===== src/design/tcbpa_pkg.sv =====
package tcbpa_pkg;

  localparam int SIZE_W     = 16;
  localparam int IDX_W      = 6;
  localparam int MAX_BLOCKS = 64;
  localparam int CFG_IDX_W  = 2;

  typedef logic [SIZE_W-1:0]     size_t;
  typedef logic [IDX_W-1:0]      idx_t;
  typedef logic [MAX_BLOCKS-1:0] wide_mask_t;

  typedef enum logic {
    OP_ALLOC = 1'b0,
    OP_FREE  = 1'b1
  } op_t;

  typedef enum logic [1:0] {
    CLS_SMALL  = 2'd0,
    CLS_MEDIUM = 2'd1,
    CLS_LARGE  = 2'd2,
    CLS_NONE   = 2'd3
  } pool_cls_t;

  localparam logic [CFG_IDX_W-1:0] REG_SMALL_LIMIT  = 2'd0;
  localparam logic [CFG_IDX_W-1:0] REG_MEDIUM_LIMIT = 2'd1;
  localparam logic [CFG_IDX_W-1:0] REG_LARGE_LIMIT  = 2'd2;

  typedef struct packed {
    logic found;
    idx_t idx;
  } ffz_t;

  // lowest clear bit of a 64-bit mask; unused upper bits are padded with ones
  function automatic ffz_t find_first_zero(input wide_mask_t m);
    ffz_t r;
    r.found = 1'b0;
    r.idx   = '0;
    for (int i = MAX_BLOCKS - 1; i >= 0; i--) begin
      if (!m[i]) begin
        r.found = 1'b1;
        r.idx   = IDX_W'(i);
      end
    end
    return r;
  endfunction

endpackage


===== src/design/three_class_block_pool_allocator.sv =====
// Channel   | Signals                                         | Handshake
// ----------+-------------------------------------------------+-------------------------------
// request   | opcode, req_size, free_class, free_index        | start & !busy
// result    | granted, pool_class, block_index                | done strobe, one cycle
// config    | cfg_index, cfg_data                             | cfg_write
//
// One request per cycle. The request is registered on acceptance; class select,
// find-first-free over the chosen pool mask and the mask update happen in the next
// cycle, and done is registered with the mask update. busy stays low: the mask update of
// one transaction lands at the same edge the next one enters the input register.
// Synchronous reset clears all pool masks and restores the default limits.
// The receiver cannot stall; every result is shown for exactly one cycle.
module three_class_block_pool_allocator
  import tcbpa_pkg::*;
#(
  parameter int SMALL_BLOCKS  = 16,
  parameter int MEDIUM_BLOCKS = 16,
  parameter int LARGE_BLOCKS  = 16
) (
  input  logic                 clk,
  input  logic                 rst,
  input  logic                 start,
  output logic                 busy,
  input  logic                 opcode,
  input  logic [SIZE_W-1:0]    req_size,
  input  logic [1:0]           free_class,
  input  logic [IDX_W-1:0]     free_index,
  output logic                 done,
  output logic                 granted,
  output logic [1:0]           pool_class,
  output logic [IDX_W-1:0]     block_index,
  input  logic                 cfg_write,
  input  logic [CFG_IDX_W-1:0] cfg_index,
  input  logic [SIZE_W-1:0]    cfg_data
);

  size_t small_limit, medium_limit, large_limit;

  logic [SMALL_BLOCKS-1:0]  small_used,  small_used_next;
  logic [MEDIUM_BLOCKS-1:0] medium_used, medium_used_next;
  logic [LARGE_BLOCKS-1:0]  large_used,  large_used_next;

  // input register
  logic      in_valid;
  logic      in_op;
  size_t     in_size;
  logic [1:0] in_fcls;
  idx_t      in_fidx;

  logic       granted_next;
  logic [1:0] pool_class_next;
  idx_t       block_index_next;

  pool_cls_t  alloc_cls;
  wide_mask_t sel_mask;
  ffz_t       ffz;
  wide_mask_t onehot;
  logic       free_ok;

  assign busy = 1'b0;

  always_ff @(posedge clk) begin
    if (rst) begin
      small_limit  <= SIZE_W'(32);
      medium_limit <= SIZE_W'(128);
      large_limit  <= SIZE_W'(512);
    end else if (cfg_write) begin
      case (cfg_index)
        REG_SMALL_LIMIT:  small_limit  <= cfg_data;
        REG_MEDIUM_LIMIT: medium_limit <= cfg_data;
        REG_LARGE_LIMIT:  large_limit  <= cfg_data;
        default: ;
      endcase
    end
  end

  always_ff @(posedge clk) begin
    if (rst) begin
      in_valid <= 1'b0;
    end else begin
      in_valid <= start & ~busy;
    end
  end

  always_ff @(posedge clk) begin
    if (start && !busy) begin
      in_op   <= opcode;
      in_size <= req_size;
      in_fcls <= free_class;
      in_fidx <= free_index;
    end
  end

  always_comb begin
    if (in_size <= small_limit) begin
      alloc_cls = CLS_SMALL;
    end else if (in_size <= medium_limit) begin
      alloc_cls = CLS_MEDIUM;
    end else if (in_size <= large_limit) begin
      alloc_cls = CLS_LARGE;
    end else begin
      alloc_cls = CLS_NONE;
    end
  end

  // bits beyond the pool size read as used
  always_comb begin
    case (alloc_cls)
      CLS_SMALL:  sel_mask = (~wide_mask_t'(0) << SMALL_BLOCKS)  | wide_mask_t'(small_used);
      CLS_MEDIUM: sel_mask = (~wide_mask_t'(0) << MEDIUM_BLOCKS) | wide_mask_t'(medium_used);
      CLS_LARGE:  sel_mask = (~wide_mask_t'(0) << LARGE_BLOCKS)  | wide_mask_t'(large_used);
      default:    sel_mask = ~wide_mask_t'(0);
    endcase
  end

  assign ffz = find_first_zero(sel_mask);

  always_comb begin
    case (in_fcls)
      CLS_SMALL:  free_ok = {1'b0, in_fidx} < (IDX_W + 1)'(SMALL_BLOCKS);
      CLS_MEDIUM: free_ok = {1'b0, in_fidx} < (IDX_W + 1)'(MEDIUM_BLOCKS);
      CLS_LARGE:  free_ok = {1'b0, in_fidx} < (IDX_W + 1)'(LARGE_BLOCKS);
      default:    free_ok = 1'b0;
    endcase
  end

  always_comb begin
    small_used_next  = small_used;
    medium_used_next = medium_used;
    large_used_next  = large_used;
    granted_next     = 1'b0;
    pool_class_next  = CLS_SMALL;
    block_index_next = '0;
    onehot           = '0;
    if (in_valid) begin
      if (in_op == OP_ALLOC) begin
        onehot = wide_mask_t'(1) << ffz.idx;
        if (ffz.found) begin
          granted_next     = 1'b1;
          pool_class_next  = alloc_cls;
          block_index_next = ffz.idx;
          case (alloc_cls)
            CLS_SMALL:  small_used_next  = small_used  | onehot[SMALL_BLOCKS-1:0];
            CLS_MEDIUM: medium_used_next = medium_used | onehot[MEDIUM_BLOCKS-1:0];
            CLS_LARGE:  large_used_next  = large_used  | onehot[LARGE_BLOCKS-1:0];
            default: ;
          endcase
        end
      end else begin
        onehot = wide_mask_t'(1) << in_fidx;
        if (free_ok) begin
          granted_next     = 1'b1;
          pool_class_next  = in_fcls;
          block_index_next = in_fidx;
          case (in_fcls)
            CLS_SMALL:  small_used_next  = small_used  & ~onehot[SMALL_BLOCKS-1:0];
            CLS_MEDIUM: medium_used_next = medium_used & ~onehot[MEDIUM_BLOCKS-1:0];
            CLS_LARGE:  large_used_next  = large_used  & ~onehot[LARGE_BLOCKS-1:0];
            default: ;
          endcase
        end
      end
    end
  end

  always_ff @(posedge clk) begin
    if (rst) begin
      small_used  <= '0;
      medium_used <= '0;
      large_used  <= '0;
      done        <= 1'b0;
    end else begin
      small_used  <= small_used_next;
      medium_used <= medium_used_next;
      large_used  <= large_used_next;
      done        <= in_valid;
    end
  end

  always_ff @(posedge clk) begin
    granted     <= granted_next;
    pool_class  <= pool_class_next;
    block_index <= block_index_next;
  end

  a_done_follows_start: assert property (@(posedge clk) disable iff (rst)
    !$past(rst) && !$past(rst, 2) |-> done == $past(start, 2))
    else $error("result strobe does not follow accepted transaction");

  a_refused_zero: assert property (@(posedge clk) disable iff (rst)
    done && !granted |-> pool_class == CLS_SMALL && block_index == '0)
    else $error("refused result carries nonzero handle");

  a_index_in_pool: assert property (@(posedge clk) disable iff (rst)
    done && granted |->
      (pool_class == CLS_SMALL  && {1'b0, block_index} < (IDX_W + 1)'(SMALL_BLOCKS)) ||
      (pool_class == CLS_MEDIUM && {1'b0, block_index} < (IDX_W + 1)'(MEDIUM_BLOCKS)) ||
      (pool_class == CLS_LARGE  && {1'b0, block_index} < (IDX_W + 1)'(LARGE_BLOCKS)))
    else $error("granted handle outside its pool");

  a_one_bit_per_step: assert property (@(posedge clk) disable iff (rst)
    !$past(rst) |->
      $countones(small_used) + $countones(medium_used) + $countones(large_used) <=
      $countones($past(small_used)) + $countones($past(medium_used)) +
      $countones($past(large_used)) + 1)
    else $error("more than one block marked used in one cycle");

  a_masks_hold_when_idle: assert property (@(posedge clk) disable iff (rst)
    !$past(rst) && !$past(in_valid) |->
      $stable(small_used) && $stable(medium_used) && $stable(large_used))
    else $error("pool mask changed without a transaction");

endmodule

===== config.mk =====
export PLATFORM = sky130hd
export DESIGN_NAME = three_class_block_pool_allocator
export DESIGN_NICKNAME = d
export VERILOG_FILES = /design/src/design/tcbpa_pkg.sv /design/src/design/three_class_block_pool_allocator.sv
export SDC_FILE = /design/constraint.sdc
export NUM_CORES = 1
export LEC_CHECK = 0
export BUFFER_PORTS_ARGS = -buffer_cell sky130_fd_sc_hd__buf_2
export CORE_MARGIN = 5
export CORE_UTILIZATION = 45
export CTS_CLUSTER_SIZE = 16
export DETAILED_ROUTE_END_ITERATION = 6
export HOLD_SLACK_MARGIN = 0.1
export PLACE_DENSITY = 0.65
export SLEW_MARGIN = 20
export SYNTH_ARGS = -nofsm -noshare
export SYNTH_HDL_FRONTEND = slang
export SYNTH_SLANG_ARGS = --single-unit

===== constraint.sdc =====
create_clock -name clk -period 3.7 [get_ports clk]
set_input_delay 0.74 -clock clk [delete_from_list [all_inputs] [get_ports clk]]
set_output_delay 0.74 -clock clk [all_outputs]
set_load 0.03 [all_outputs]

# ---- Word-level counts from Yosys, hierarchy flattened
# Index checks and enable logic that the tools add are counted.
dict set report word_totals {
  reg_bits 132
  in_bits 47
  out_inout_bits 11
  elab_cells 145
}
dict set report classes {
  order_cmp 4
  n_eq_ne 10
  shifts 2
  n_mux 93
  bitwise_logic 7
  reduce_logical 14
}
# op count
set op_table {}
lappend op_table {{$mux W7} 64}
lappend op_table {{$mux W16} 15}
lappend op_table {{$and A16 B16 Y16} 3}
lappend op_table {{$le A16 B16 Y1} 3}
lappend op_table {{$or A16 B16 Y16} 3}
lappend op_table {{$pmux W16 S3} 1}
lappend op_table {{$shl A1 B6 Y16 const A} 2}
lappend op_table {{$mux W6} 3}
lappend op_table {{$not A16 Y16} 1}
lappend op_table {{$reduce_and A5 Y1} 3}
lappend op_table {{$mux W2} 5}
lappend op_table {{$ne A2 B1 Y1 const B} 4}
lappend op_table {{$reduce_bool A2 Y1} 4}
lappend op_table {{$eq A2 B1 Y1 const B} 3}
lappend op_table {{$eq A2 B2 Y1 const B} 3}
lappend op_table {{$logic_not A2 Y1} 3}
lappend op_table {{$lt A6 B5 Y1 const B} 1}
lappend op_table {{$reduce_and A2 Y1} 3}
lappend op_table {{$mux W1} 5}
lappend op_table {{$reduce_or A3 Y1} 1}

# ---- Depth between registers and ports, before layout
# Gate-level depths: netlist of run 1.
dict set report logic_depth {
  ltp_word 69
  ltp_mapped 17
  mapped_depth_nobuf 13
}

# ---- Worst setup path before layout of run 1
# OpenSTA, ideal clock, no wires.
dict set report synth_path {
  path_kind {flip-flop to flip-flop}
  from {register in_size[15]}
  to {register large_used[13]}
  setup_ns 0.130
  t_arrival_ns 3.755
  required_time_ns 3.570
  path_slack_ns -0.185
  stages_incl_launch_ff 15
  n_path_buf 2
  synth_period_minus_slack_ns 3.885
  path_cell_list {edfxtp_1 > ha_1 > nand4_2 > or4_1 > buf_2 > a21o_1 > buf_2 > a31oi_1 > mux2i_1 > mux2_2 > or4b_4 > o41ai_4 > a2111oi_0 > nand2_1 > o21ai_0}
}
dict set report synth_via {
  elab_chain_cells 27
  word_cells_on_any_way 34
  cone_classes {order compare (3); eq/ne (2); shift (1); mux (23); bitwise (1); reduce/logical (4)}
}
# element line_no
set synth_rtl {}
lappend synth_rtl {{from (decl)} three_class_block_pool_allocator.sv:46} ;# size_t in_size;
lappend synth_rtl {{from (signal assigned)} three_class_block_pool_allocator.sv:88} ;# in_size <= req_size;
lappend synth_rtl {{$le A16 B16 Y1} three_class_block_pool_allocator.sv:99} ;# end else if (in_size <= large_limit) begin
lappend synth_rtl {{$mux W1} three_class_block_pool_allocator.sv:99}
lappend synth_rtl {{$mux W2} three_class_block_pool_allocator.sv:97} ;# end else if (in_size <= medium_limit) begin
lappend synth_rtl {{$mux W2 (*)} three_class_block_pool_allocator.sv:95} ;# if (in_size <= small_limit) begin
lappend synth_rtl {{$eq A2 B2 Y1 (tied with other cells)} {three_class_block_pool_allocator.sv:108, three_class_block_pool_allocator.sv:142}}
lappend synth_rtl {{$pmux W16 S3} three_class_block_pool_allocator.sv:108} ;# case (alloc_cls)
lappend synth_rtl {{$mux W7 (16 in series)} tcbpa_pkg.sv:39} ;# if (!m[i]) begin
lappend synth_rtl {{$shl A1 B6 Y16} three_class_block_pool_allocator.sv:137} ;# onehot = wide_mask_t'(1) << ffz.idx;
lappend synth_rtl {{$or A16 B16 Y16} three_class_block_pool_allocator.sv:145} ;# CLS_LARGE: large_used_next = large_used | onehot[LARGE_BLOCKS-1:0];
lappend synth_rtl {{$mux W16} three_class_block_pool_allocator.sv:142} ;# case (alloc_cls)
lappend synth_rtl {{$mux W16} three_class_block_pool_allocator.sv:138} ;# if (ffz.found) begin
lappend synth_rtl {{$mux W16} three_class_block_pool_allocator.sv:136} ;# if (in_op == OP_ALLOC) begin
lappend synth_rtl {{to (signal assigned)} three_class_block_pool_allocator.sv:175} ;# large_used <= large_used_next;
lappend synth_rtl {{to (decl)} three_class_block_pool_allocator.sv:41} ;# logic [LARGE_BLOCKS-1:0] large_used, large_used_next;
# Every way passes the cells marked *; elsewhere a longest branch is shown, timed or not. The select of a mux whose other input is x is not followed.
# A chain may end at the register's enable or synchronous reset.

# ---- Worst setup path after layout of run 1
dict set report layout_path {
  from {register in_size[15]}
  to {register large_used[7]}
}
# Same word-level chain as after synthesis.

==> summary.md, run 1 <==
| Metric | Value |
|---|---|
| Non-filler cells, final | `1,174` |
| Detailed-route vias per instance | `5.61` |
| Worst-Margin Slew | `875 ps` |
| CTS root buf | `clkbuf_16` |
| Crit path launch type | `flop` |
| 1st-iter DRT viols | `591` |
| Worst reg-to-reg path cell count | `14` |
| N_diodes | `0` |
| Max stage delay on crit path | `580 ps` |
| Avg Inst Size Synth | `8.42 um2` |
| Cell Area, Placed | `8020 um2` |
| Failing checks | `setup timing` |
| Post-synth EDFFs | `25` |
| Rows | `45` |
| Maximum root-to-sink buffer count | `2` |
| Register area share after synthesis | `0.412` |
| Die Height | `135 um` |
| Routed len/inst | `17.7 um` |
| Final Critical Period | `3980 ps` |
| Worst-path clk slew | `60 ps` |
| Hold Path End | `medium_limit[11]` |
| Final instance area | `9010 um2` |
| Routability cong. | `0.922` |
| Post-Syn Area | `7020 um2` |
| Most frequent cell after synthesis | `nand2_1` |
| Die width | `135 um` |
| CP cell instances | `buf_6 -> ha_4 -> nand4_1 -> or4_4 -> buf_4 -> o22ai_4 -> mux2_2 -> or4bb_4 -> o41ai_4 -> a2111oi_1 -> buf_4 -> nand2_1 -> buf_4 -> o21ai_0` |
| GRT Util Overall | `0.228` |
| # hold bufs at CTS | `0` |
| Slowest CP cell | `or4bb_4` |
| Crit Path Max Fanout | `5` |
| I/O Buffers | `56` |
| Most used DFF post-synth | `dfxtp_1` |
| Worst min path class | `flop to flop` |
| Pre-antenna DRT Iters | `5` |
| Tot Pwr | `4.11 mW` |
| Count of final max-slew check failures | `0` |
| H-tree Lvls | `4` |
| Antenna Nets Post-Route | `0` |
| Initial antenna violation count | `0` |
| Pwr dens | `456 nW/um2` |
| Share of layout cells above drive strength 1 | `0.234` |
| Async SR Flop Fraction | `0` |
| Worst slack, placed | `-456 ps` |
| Hold Vio Cnt, Final | `0` |
| RSZ-0062 raised after global routing | `yes` |
| R2r setup slk | `-280 ps` |
| Fin nets | `1,045` |
| CP delay by family, top | `simple AND/OR/NAND/NOR gates` |
| CTS Sinks | `132` |
| CP bufs+invs | `4` |
| Area leader, netlist | `dfxtp_1` |
| FF-to-FF Start | `in_size[15]` |
| WS Path Type | `flop to flop` |
| Final WL | `20.8 mm` |
| Drt drc | `0` |
| Critical R2R Capture | `large_used[7]` |
| Yosys cell types | `60` |
| Hold path start | `medium_limit[11]` |
| Clock latency on the worst-skew pair | `430 ps` |
| Starting Density | `0.460` |
| Synth Register Bits | `132` |
| HPWL after detailed placement | `14.6 mm` |
| Placed cell count | `1,129` |
| Sum Neg Setup Slack | `-7290 ps` |
| Area contributors post-synth | `dfxtp_1 31%, edfxtp_1 11%, ha_1 8.6%` |
| Gr ovfl total | `0` |
| P&R area growth vs syn | `28.3%` |
| Vias in the first global route | `6,066` |
| Crit end category | `flop` |
| Final Setup Violations | `48` |
| LEAKAGE | `3.37 nW` |
| Slew HR | `0.415` |
| Largest net degree at the start of global routing | `59` |
| Final hold slack | `456 ps` |
| Maximum vdd drop | `0.508 mV` |
| Max_cap viols | `0` |
| Fmax | `251 MHz` |
| Tcrit/Tclk final | `1.08` |
| I/O pin total | `58` |
| Util after Layout | `0.590` |
| Outcome | `finished with violations` |
| First-pass GRT wire length | `32.4 mm` |
| Final worst slack | `-282 ps` |
| Yosys top cell area share | `0.305` |
| Synthesized instance count | `834` |
| Hold depth | `2` |
| YS warnings | `0` |
| CTS tree | `yes` |
| CP arrival | `4280 ps` |
| Std-Cell Core Area | `15,300 um2` |
| Worst path required time | `4000 ps` |
| Clock skew | `11.2 ps` |
| Worst path most repeated cell | `buf_4` |
| Vias | `6,586` |
| Synth cell count leaders | `144 x nand2_1, 107 x dfxtp_1, 69 x a21oi_1, 68 x inv_1, 62 x o21ai_0` |
| Num CTS Buffers | `17` |
| Die area | `18,200 um2` |
==> worst max path at each step <==
stage	from	end	slack (ps)	cells after the start
final	in_size[15]	large_used[7]	-280	14
after global routing	in_size[15]	large_used[7]	-390	14
after CTS	in_size[13]	large_used[7]	-210	15
after detailed placement	in_size[15]	large_used[7]	-460	13
after global placement	in_size[15]	large_used[7]	-420	13
after floorplan	in_size[7]	large_used[15]	-30	14
==> power by group <==
| part | switching, mW | internal (mW) | leakage, nW |
|---|---|---|---|
| Combinational | 0.441 | 0.374 | 1.98 |
| Clock | 0.669 | 1.07 | 0.282 |
| Sequential | 0.0388 | 1.52 | 1.11 |
==> per-layer routing <==
metal  global-route usage  share of wire
met1                0.322           0.45
met2                0.344           0.45
met3               0.0551          0.081
met4               0.0718          0.020
met5                    0              0
==> cells in the final DEF, fill, tap and decap left out, drive strengths merged, types with 16 or more instances in the layout <==
cell type  netlist  final
clkbuf          32     18
buf             10    136
nor3            24     24
edfxtp          25     25
ha              48     48
nand2          144    144
a21oi           70     70
o21ai           64     64
a31oi           17     17
nor4            18     18
dfxtp          107    107
nor2            26     26
inv             68     72
nand4           16     16
mux2i           29     29
nor2b           34     34
==> repair_timing <==
item	CTS	global route
gates cloned	2	0
pin swaps	18	4
buffers inserted	5	7
setup endpoints to repair	50	51
endpoints found under the hold margin	0	0
gates resized for setup	52	16
==> flip-flops by register name, indices dropped and copies added, names as in the netlist, 6 cells and up <==
register      cells
in_size          16
large_limit      16
large_used       16
medium_limit     16
medium_used      16
small_limit      16
small_used       16
block_index       6
in_fidx           6
==> cells by family after synthesis <==
group	Yosys count	share of synthesized area
simple gates	310	0.219
fa+ha+maj	48	0.0855
compound gates	199	0.171
buf+inv	110	0.0613
other cells	1	0.000534
flops	132	0.412
mux	34	0.0504
==> cell type report <==
| type | instances | area, um2 |
|---|---|---|
| inverters | 68 | 255 |
| flip-flops and latches | 132 | 2890 |
| multi-input cells | 595 | 4000 |
| well taps | 211 | 264 |
| fillers | 1348 | 6250 |
| repair buffers | 136 | 990 |
| clock inverters | 14 | 176 |
| clock buffers | 18 | 429 |
==> worst reg2reg max path, cell delays in order, from the launching register on <==
cell	delay, ps
edfxtp_1	440
buf_6	160
ha_4	260
nand4_1	140
or4_4	470
buf_4	180
o22ai_4	280
mux2_2	400
or4bb_4	580
o41ai_4	350
a2111oi_1	140
buf_4	200
nand2_1	80
buf_4	120
o21ai_0	70
No activity file was read; power rests on OpenSTA's default activity.
==> inputs of run 2 (changes only) <==
RECOVER_POWER = 50   (was default)
clock period = 3.45 ns   (was 3.7 ns; I/O delays follow)
==> run 2 against run 1 <==
Compared with the run above: the flow finishes with violations (capacitance limit, slew limit, setup timing); worst setup slack got worse by 310 ps; highest routed layer unchanged; global-route usage rose by 1.0 points; sequential cell count did not move; sequential share of layout area fell by 1.0 points; register-to-register slack got worse by 310 ps; clock power rose by 8%; largest cell class unchanged; utilization rose by 2.0 points; critical endpoint is now large_used[15]; via count rose by 2.3%.
==> summary.md, run 2 (synthesis gave the netlist of run 1 again) <==
| Metric | Value |
|---|---|
| Outcome | `finished with violations` |
| Failing checks | `capacitance limit, slew limit, setup timing` |
| Vias | `6,738 (+2.3%)` |
| Clock latency on the worst-skew pair | `430 ps (about the same)` |
| CP cell instances | `ha_4 -> nand4_1 -> or4_4 -> a21o_4 -> a31oi_1 -> mux2i_1 -> mux2_2 -> or4b_4 -> o41ai_4 -> buf_4 -> a21oi_2 -> a311o_1 -> o21ai_1` |
| Final Setup Violations | `55 (+15%)` |
| CP bufs+invs | `1 (-3)` |
| Worst min path class | `input port to flop` |
| Rows | `45 (unchanged)` |
| Tcrit/Tclk final | `1.17 (+0.0945)` |
| Std-Cell Core Area | `15,300 um2 (unchanged)` |
| Die Height | `135 um (unchanged)` |
| CP delay by family, top | `simple AND/OR/NAND/NOR gates` |
| Max_cap viols | `1 (+1)` |
| Pre-antenna DRT Iters | `5 (unchanged)` |
| Final worst slack | `-589 ps (-307 ps)` |
| CTS root buf | `clkbuf_16` |
| Fill cells | `1,282 (-4.9%)` |
| Antenna Nets Post-Route | `0 (unchanged)` |
| I/O pin total | `58 (unchanged)` |
| Pwr dens | `485 nW/um2 (+6.4%)` |
| HPWL after detailed placement | `14.5 mm (-0.89%)` |
| Final WL | `21.8 mm (+4.5%)` |
| P&R area growth vs syn | `32.6%` |
| 1st-iter DRT viols | `631 (+6.8%)` |
| Vias in the first global route | `6,451 (+6.3%)` |
| Final hold slack | `438 ps (-17.9 ps)` |
| Hold Vio Cnt, Final | `0 (unchanged)` |
| Routed len/inst | `18.3 um (+3.3%)` |
| Clock skew | `9.32 ps (-1.84 ps)` |
| Hold path start | `req_size[14]` |
| Routability cong. | `0.909 (-1.5%)` |
| Slew HR | `-0.0813 (-0.496)` |
| H-tree Lvls | `4 (unchanged)` |
| N_diodes | `0 (unchanged)` |
| Crit end category | `flop` |
| Maximum vdd drop | `0.387 mV (-24%)` |
| I/O Buffers | `56 (unchanged)` |
| Commonest non-fill, non-tap cell in the layout | `nand2_1` |
| Worst-Margin Slew | `1620 ps (+747 ps)` |
| Max stage delay on crit path | `600 ps (+20 ps)` |
| LEAKAGE | `3.57 nW (+5.9%)` |
| WS Path Type | `flop to flop` |
| CTS tree | `yes` |
| Slowest CP cell | `or4_4` |
| Detailed-route vias per instance | `5.67 (+1.1%)` |
| CP arrival | `4400 ps (+120 ps)` |
| Tot Pwr | `4.51 mW (+10%)` |
| Die area | `18,200 um2 (unchanged)` |
| GRT Util Overall | `0.238 (+0.0104)` |
| Crit path launch type | `flop` |
| Gr ovfl total | `0 (unchanged)` |
| Worst path required time | `3810 ps (-190 ps)` |
| CP Launch Point | `in_size[5]` |
| Initial antenna violation count | `0 (unchanged)` |
| Starting Density | `0.460 (unchanged)` |
| Non-filler cells, final | `1,188 (+1.2%)` |
| CTS Sinks | `132 (unchanged)` |
| First-pass GRT wire length | `33.9 mm (+4.6%)` |
| Maximum root-to-sink buffer count | `2 (unchanged)` |
| Final Critical Period | `4040 ps (+57.0 ps)` |
| Crit Path Max Fanout | `5 (unchanged)` |
| Fmax | `248 MHz (-1.4%)` |
| RSZ-0062 raised after global routing | `yes` |
| Share of layout cells above drive strength 1 | `0.258 (+0.0243)` |
| Die width | `135 um (unchanged)` |
| FF-to-FF Start | `in_size[5]` |
| Most frequent cells in the layout | `136 x nand2_1, 107 x dfxtp_1, 79 x buf_4` |
| Num CTS Buffers | `17 (unchanged)` |
| Worst-path clk slew | `60 ps (about the same)` |
| Drt drc | `0 (unchanged)` |
| Count of final max-slew check failures | `27 (+27)` |
| Placed cell count | `1,136 (+0.62%)` |
| Fin nets | `1,059 (+1.3%)` |
| Largest net degree at the start of global routing | `53 (-10%)` |
-- run 2: cell count changes in the layout (fill, tap and decap cells not counted), moves of 3 or more --
cell / before / now
o21ai_0: 50 / 32
nand2_4: 1 / 6
o21ai_1: 12 / 31
buf_4: 67 / 79
a31oi_1: 17 / 13
nand2_2: 5 / 2
-- run 2: routing by layer --
| metal | up-vias | track usage | wire (um) |
|---|---|---|---|
| met5 | - | 0 | 0 |
| met4 | 0 | 0.0905 | 593 |
| met3 | 48 | 0.0686 | 1830 |
| met2 | 320 | 0.365 | 9910 |
| met1 | 3163 | 0.319 | 9440 |
| li1 | 3207 | - | - |
-- run 2: cell type report --
cell class              count  area, um2  area share
clock buffers              19        433      0.0465
clock inverters            13        176      0.0189
inverters                  68        255      0.0274
multi-input cells         596       4200       0.451
flip-flops and latches    132       2890       0.311
well taps                 211        264      0.0284
repair buffers            149       1090       0.117
-- run 2: repair_timing --
item,CTS,global route
setup endpoints to repair,52,55
pin swaps,10,8
gates cloned,2,1
gates resized for setup,69,21
buffers inserted,11,8
hold buffers,0,0
-- run 2: stage by stage --
stage	worst slack (ps)	setup TNS, ps	instance area, um2	util
5_1_grt	-692	-31070	9310	0.610
2_1_floorplan	-281	-8320	7150	-
3_5_place_dp	-594	-23290	8100	0.531
3_3_place_gp	-530	-22520	8100	0.531
6_report	-589	-25010	9310	0.610
4_1_cts	-428	-16360	9130	0.598
-- run 2: final timing paths --
path	endpoint	slack, ps	cells after the start
worst max-delay path	large_used[15]	-590	13
worst min-delay path	in_size[14]	440	1
worst max register to register	large_used[15]	-590	13
worst min register to register	medium_limit[3]	450	2
-- run 2: power by group --
group          switching, mW  leakage (nW)  internal, mW
sequential            0.0444          1.11          1.63
combinational          0.512          2.17         0.451
clock                  0.731         0.286          1.15
total                   1.29          3.57          3.23
==> inputs of run 3 (changes only) <==
REMOVE_ABC_BUFFERS = 1   (was default)
==> run 3 against run 2 <==
Compared with the run above: the flow still finishes with violations (capacitance limit, slew limit, setup timing); utilization is 1.2 points lower; cell area fell by 2.0%; sequential cell count unchanged; die area unchanged; global-route usage fell by 1.2 points; non-clock buffer count fell by 1; clock-buffer cell count unchanged; via count decreased by 1.8%; critical path depth grew 2; worst setup slack better by 21 ps; first-iteration DRC count decreased by 20%; final cell count fell by 0.17%.
==> summary.md, run 3 (synthesis gave the netlist of run 1 again) <==
| Metric | Value |
|---|---|
| Outcome | `finished with violations` |
| Failing checks | `capacitance limit, slew limit, setup timing` |
| Crit path launch type | `flop` |
| Rows | `45 (unchanged)` |
| Pwr dens | `463 nW/um2 (-4.5%)` |
| Top Metal Used | `met4` |
| FF-to-FF Start | `in_size[15]` |
| Vias | `6,617 (-1.8%)` |
| Fill cells | `1,364 (+6.4%)` |
| Share of layout cells above drive strength 1 | `0.262 (+0.00361)` |
| N_diodes | `0 (unchanged)` |
| GRT Util Overall | `0.227 (-0.0117)` |
| Commonest non-fill, non-tap cell in the layout | `nand2_1` |
| Num CTS Buffers | `17 (unchanged)` |
| P&R area growth vs syn | `30.0%` |
| Routability cong. | `0.952 (+4.8%)` |
| CTS tree | `yes` |
| 1st-iter DRT viols | `504 (-20%)` |
| Final Critical Period | `4020 ps (-21.2 ps)` |
| # hold bufs at CTS | `0 (unchanged)` |
| Worst-path clk slew | `70 ps (about the same)` |
| Vias in the first global route | `6,263 (-2.9%)` |
| First-pass GRT wire length | `32.4 mm (-4.6%)` |
| Crit end category | `flop` |
| Die area | `18,200 um2 (unchanged)` |
| Antenna Nets Post-Route | `0 (unchanged)` |
| Initial antenna violation count | `0 (unchanged)` |
| CTS root buf | `clkbuf_16` |
| Gr ovfl total | `0 (unchanged)` |
| Worst-Margin Slew | `1640 ps (+18.0 ps)` |
| H-tree Lvls | `4 (unchanged)` |
| R2r setup slk | `-570 ps (+20 ps)` |
| Critical R2R Capture | `block_index[1]` |
| Final Setup Violations | `51 (-7.3%)` |
| Clock skew | `16.4 ps (+7.04 ps)` |
| Routed len/inst | `17.4 um (-4.8%)` |
| Fmax | `249 MHz (+0.53%)` |
| Crit Path Max Fanout | `8 (+3)` |
| Maximum vdd drop | `0.358 mV (-7.7%)` |
| Multi-input gate area | `4090 um2 (-2.6%)` |
| Die width | `135 um (unchanged)` |
| Sum Neg Setup Slack | `-24,090 ps (+921 ps)` |
| Die Height | `135 um (unchanged)` |
| Tcrit/Tclk final | `1.16 (-0.00614)` |
| Final WL | `20.7 mm (-5.0%)` |
| Worst path required time | `3770 ps (-40 ps)` |
| HPWL after detailed placement | `14.6 mm (+0.91%)` |
| Drt drc | `0 (unchanged)` |
| Endpoint of the worst setup timing path | `block_index[1]` |
| WS Path Type | `flop to flop` |
| Tot Pwr | `4.23 mW (-6.4%)` |
| Metal1 wirelength | `9.58 mm (+1.5%)` |
| CP arrival | `4340 ps (-60 ps)` |
| I/O pin total | `58 (unchanged)` |
| CP Launch Point | `in_size[15]` |
| Std-Cell Core Area | `15,300 um2 (unchanged)` |
| Clock latency on the worst-skew pair | `430 ps (about the same)` |
| CTS Sinks | `132 (unchanged)` |
| RSZ-0062 raised after global routing | `yes` |
| Count of final max-slew check failures | `27 (unchanged)` |
| Final worst slack | `-568 ps (+21.2 ps)` |
| Hold Vio Cnt, Final | `0 (unchanged)` |
| Met2 wire len | `9.14 mm (-7.8%)` |
| Util after Layout | `0.598 (-0.0123)` |
| Maximum root-to-sink buffer count | `2 (unchanged)` |
| Pre-antenna DRT Iters | `5 (unchanged)` |
| LEAKAGE | `3.44 nW (-3.6%)` |
| Slew HR | `-0.0932 (-0.0120)` |
| Fin nets | `1,057 (-0.19%)` |
| Worst min path class | `input port to flop` |
| Max_cap viols | `1 (unchanged)` |
| Worst reg-to-reg path cell count | `15 (+2)` |
| Starting Density | `0.460 (unchanged)` |
| Total area of sequential cells | `2890 um2 (unchanged)` |
| Most frequent cells in the layout | `135 x nand2_1, 107 x dfxtp_1, 74 x buf_4` |
| Detailed-route vias per instance | `5.58 (-1.6%)` |
| Met3 WL | `1.54 mm (-16%)` |
| I/O Buffers | `56 (unchanged)` |
| Largest net degree at the start of global routing | `47 (-11%)` |
-- run 3: cell count changes in the layout (fill, tap and decap cells not counted), moves of 4 or more --
cell and delta:
clkinv_4 -4, o21ai_2 +11, nand2_2 +7, ha_4 -6, a31oi_1 -4, o21ai_1 -14, nand2_4 -6, inv_6 +4
buf_6 +4, ha_1 +6, buf_4 -5, a31oi_2 +4
-- run 3: per-layer routing --
layer / vias up / track usage
li1: 3208 / -
met1: 3080 / 0.314
met2: 288 / 0.355
met3: 41 / 0.0499
met4: 0 / 0.0667
met5: - / 0
-- run 3: final cells by class --
cell class | count | area share
well taps | 211 | 0.0289
inverters | 68 | 0.0280
flip-flops and latches | 132 | 0.317
clock inverters | 13 | 0.0106
multi-input cells | 595 | 0.448
repair buffers | 148 | 0.118
clock buffers | 19 | 0.0485
-- run 3: worst min-delay path by stage --
stage                    start  depth (start not counted)  slack (ps)              end
6_report          req_size[13]                          1         430      in_size[13]
5_1_grt           req_size[13]                          1         420      in_size[13]
4_1_cts           req_size[13]                          1         420      in_size[13]
3_5_place_dp    small_limit[1]                          2         450   small_limit[1]
3_3_place_gp   medium_limit[2]                          2         440  medium_limit[2]
2_1_floorplan  large_limit[10]                          2         430  large_limit[10]
-- run 3: critical path, cell delays in order (launching register included) --
cell,delay [ps]
edfxtp_1,400
buf_6,140
ha_4,260
nand4_1,210
or4_4,520
a21oi_4,160
a211o_1,190
o22ai_4,150
buf_6,150
mux2_4,300
or4b_4,570
o41ai_4,240
buf_4,220
buf_6,110
a21oi_2,30
a32o_1,250
-- run 3: power breakdown --
group | total, mW | leakage (nW) | internal (mW) | switching (mW)
Combinational | 0.894 | 2.07 | 0.422 | 0.472
Clock | 1.67 | 0.255 | 0.944 | 0.723
Sequential | 1.67 | 1.11 | 1.63 | 0.0395
-- run 3: timing repair --
action / CTS / global route
gates resized for setup: 52 / 62
buffers inserted: 8 / 3
gates cloned: 0 / 1
setup endpoints to repair: 55 / 55
pin swaps: 22 / 21
-- run 3: metrics by stage --
stage                     hold WS, ps  instance area (um2)  setup WS [ps]  std cells
after detailed placement          446                 8110           -766       1145
after global placement            443                 8110           -709       1145
after CTS                         424                 8870           -561       1182
after floorplan                   430                 6850          -1240        794
final                             430                 9120           -568       1186
after global routing              420                 9120           -702       1186
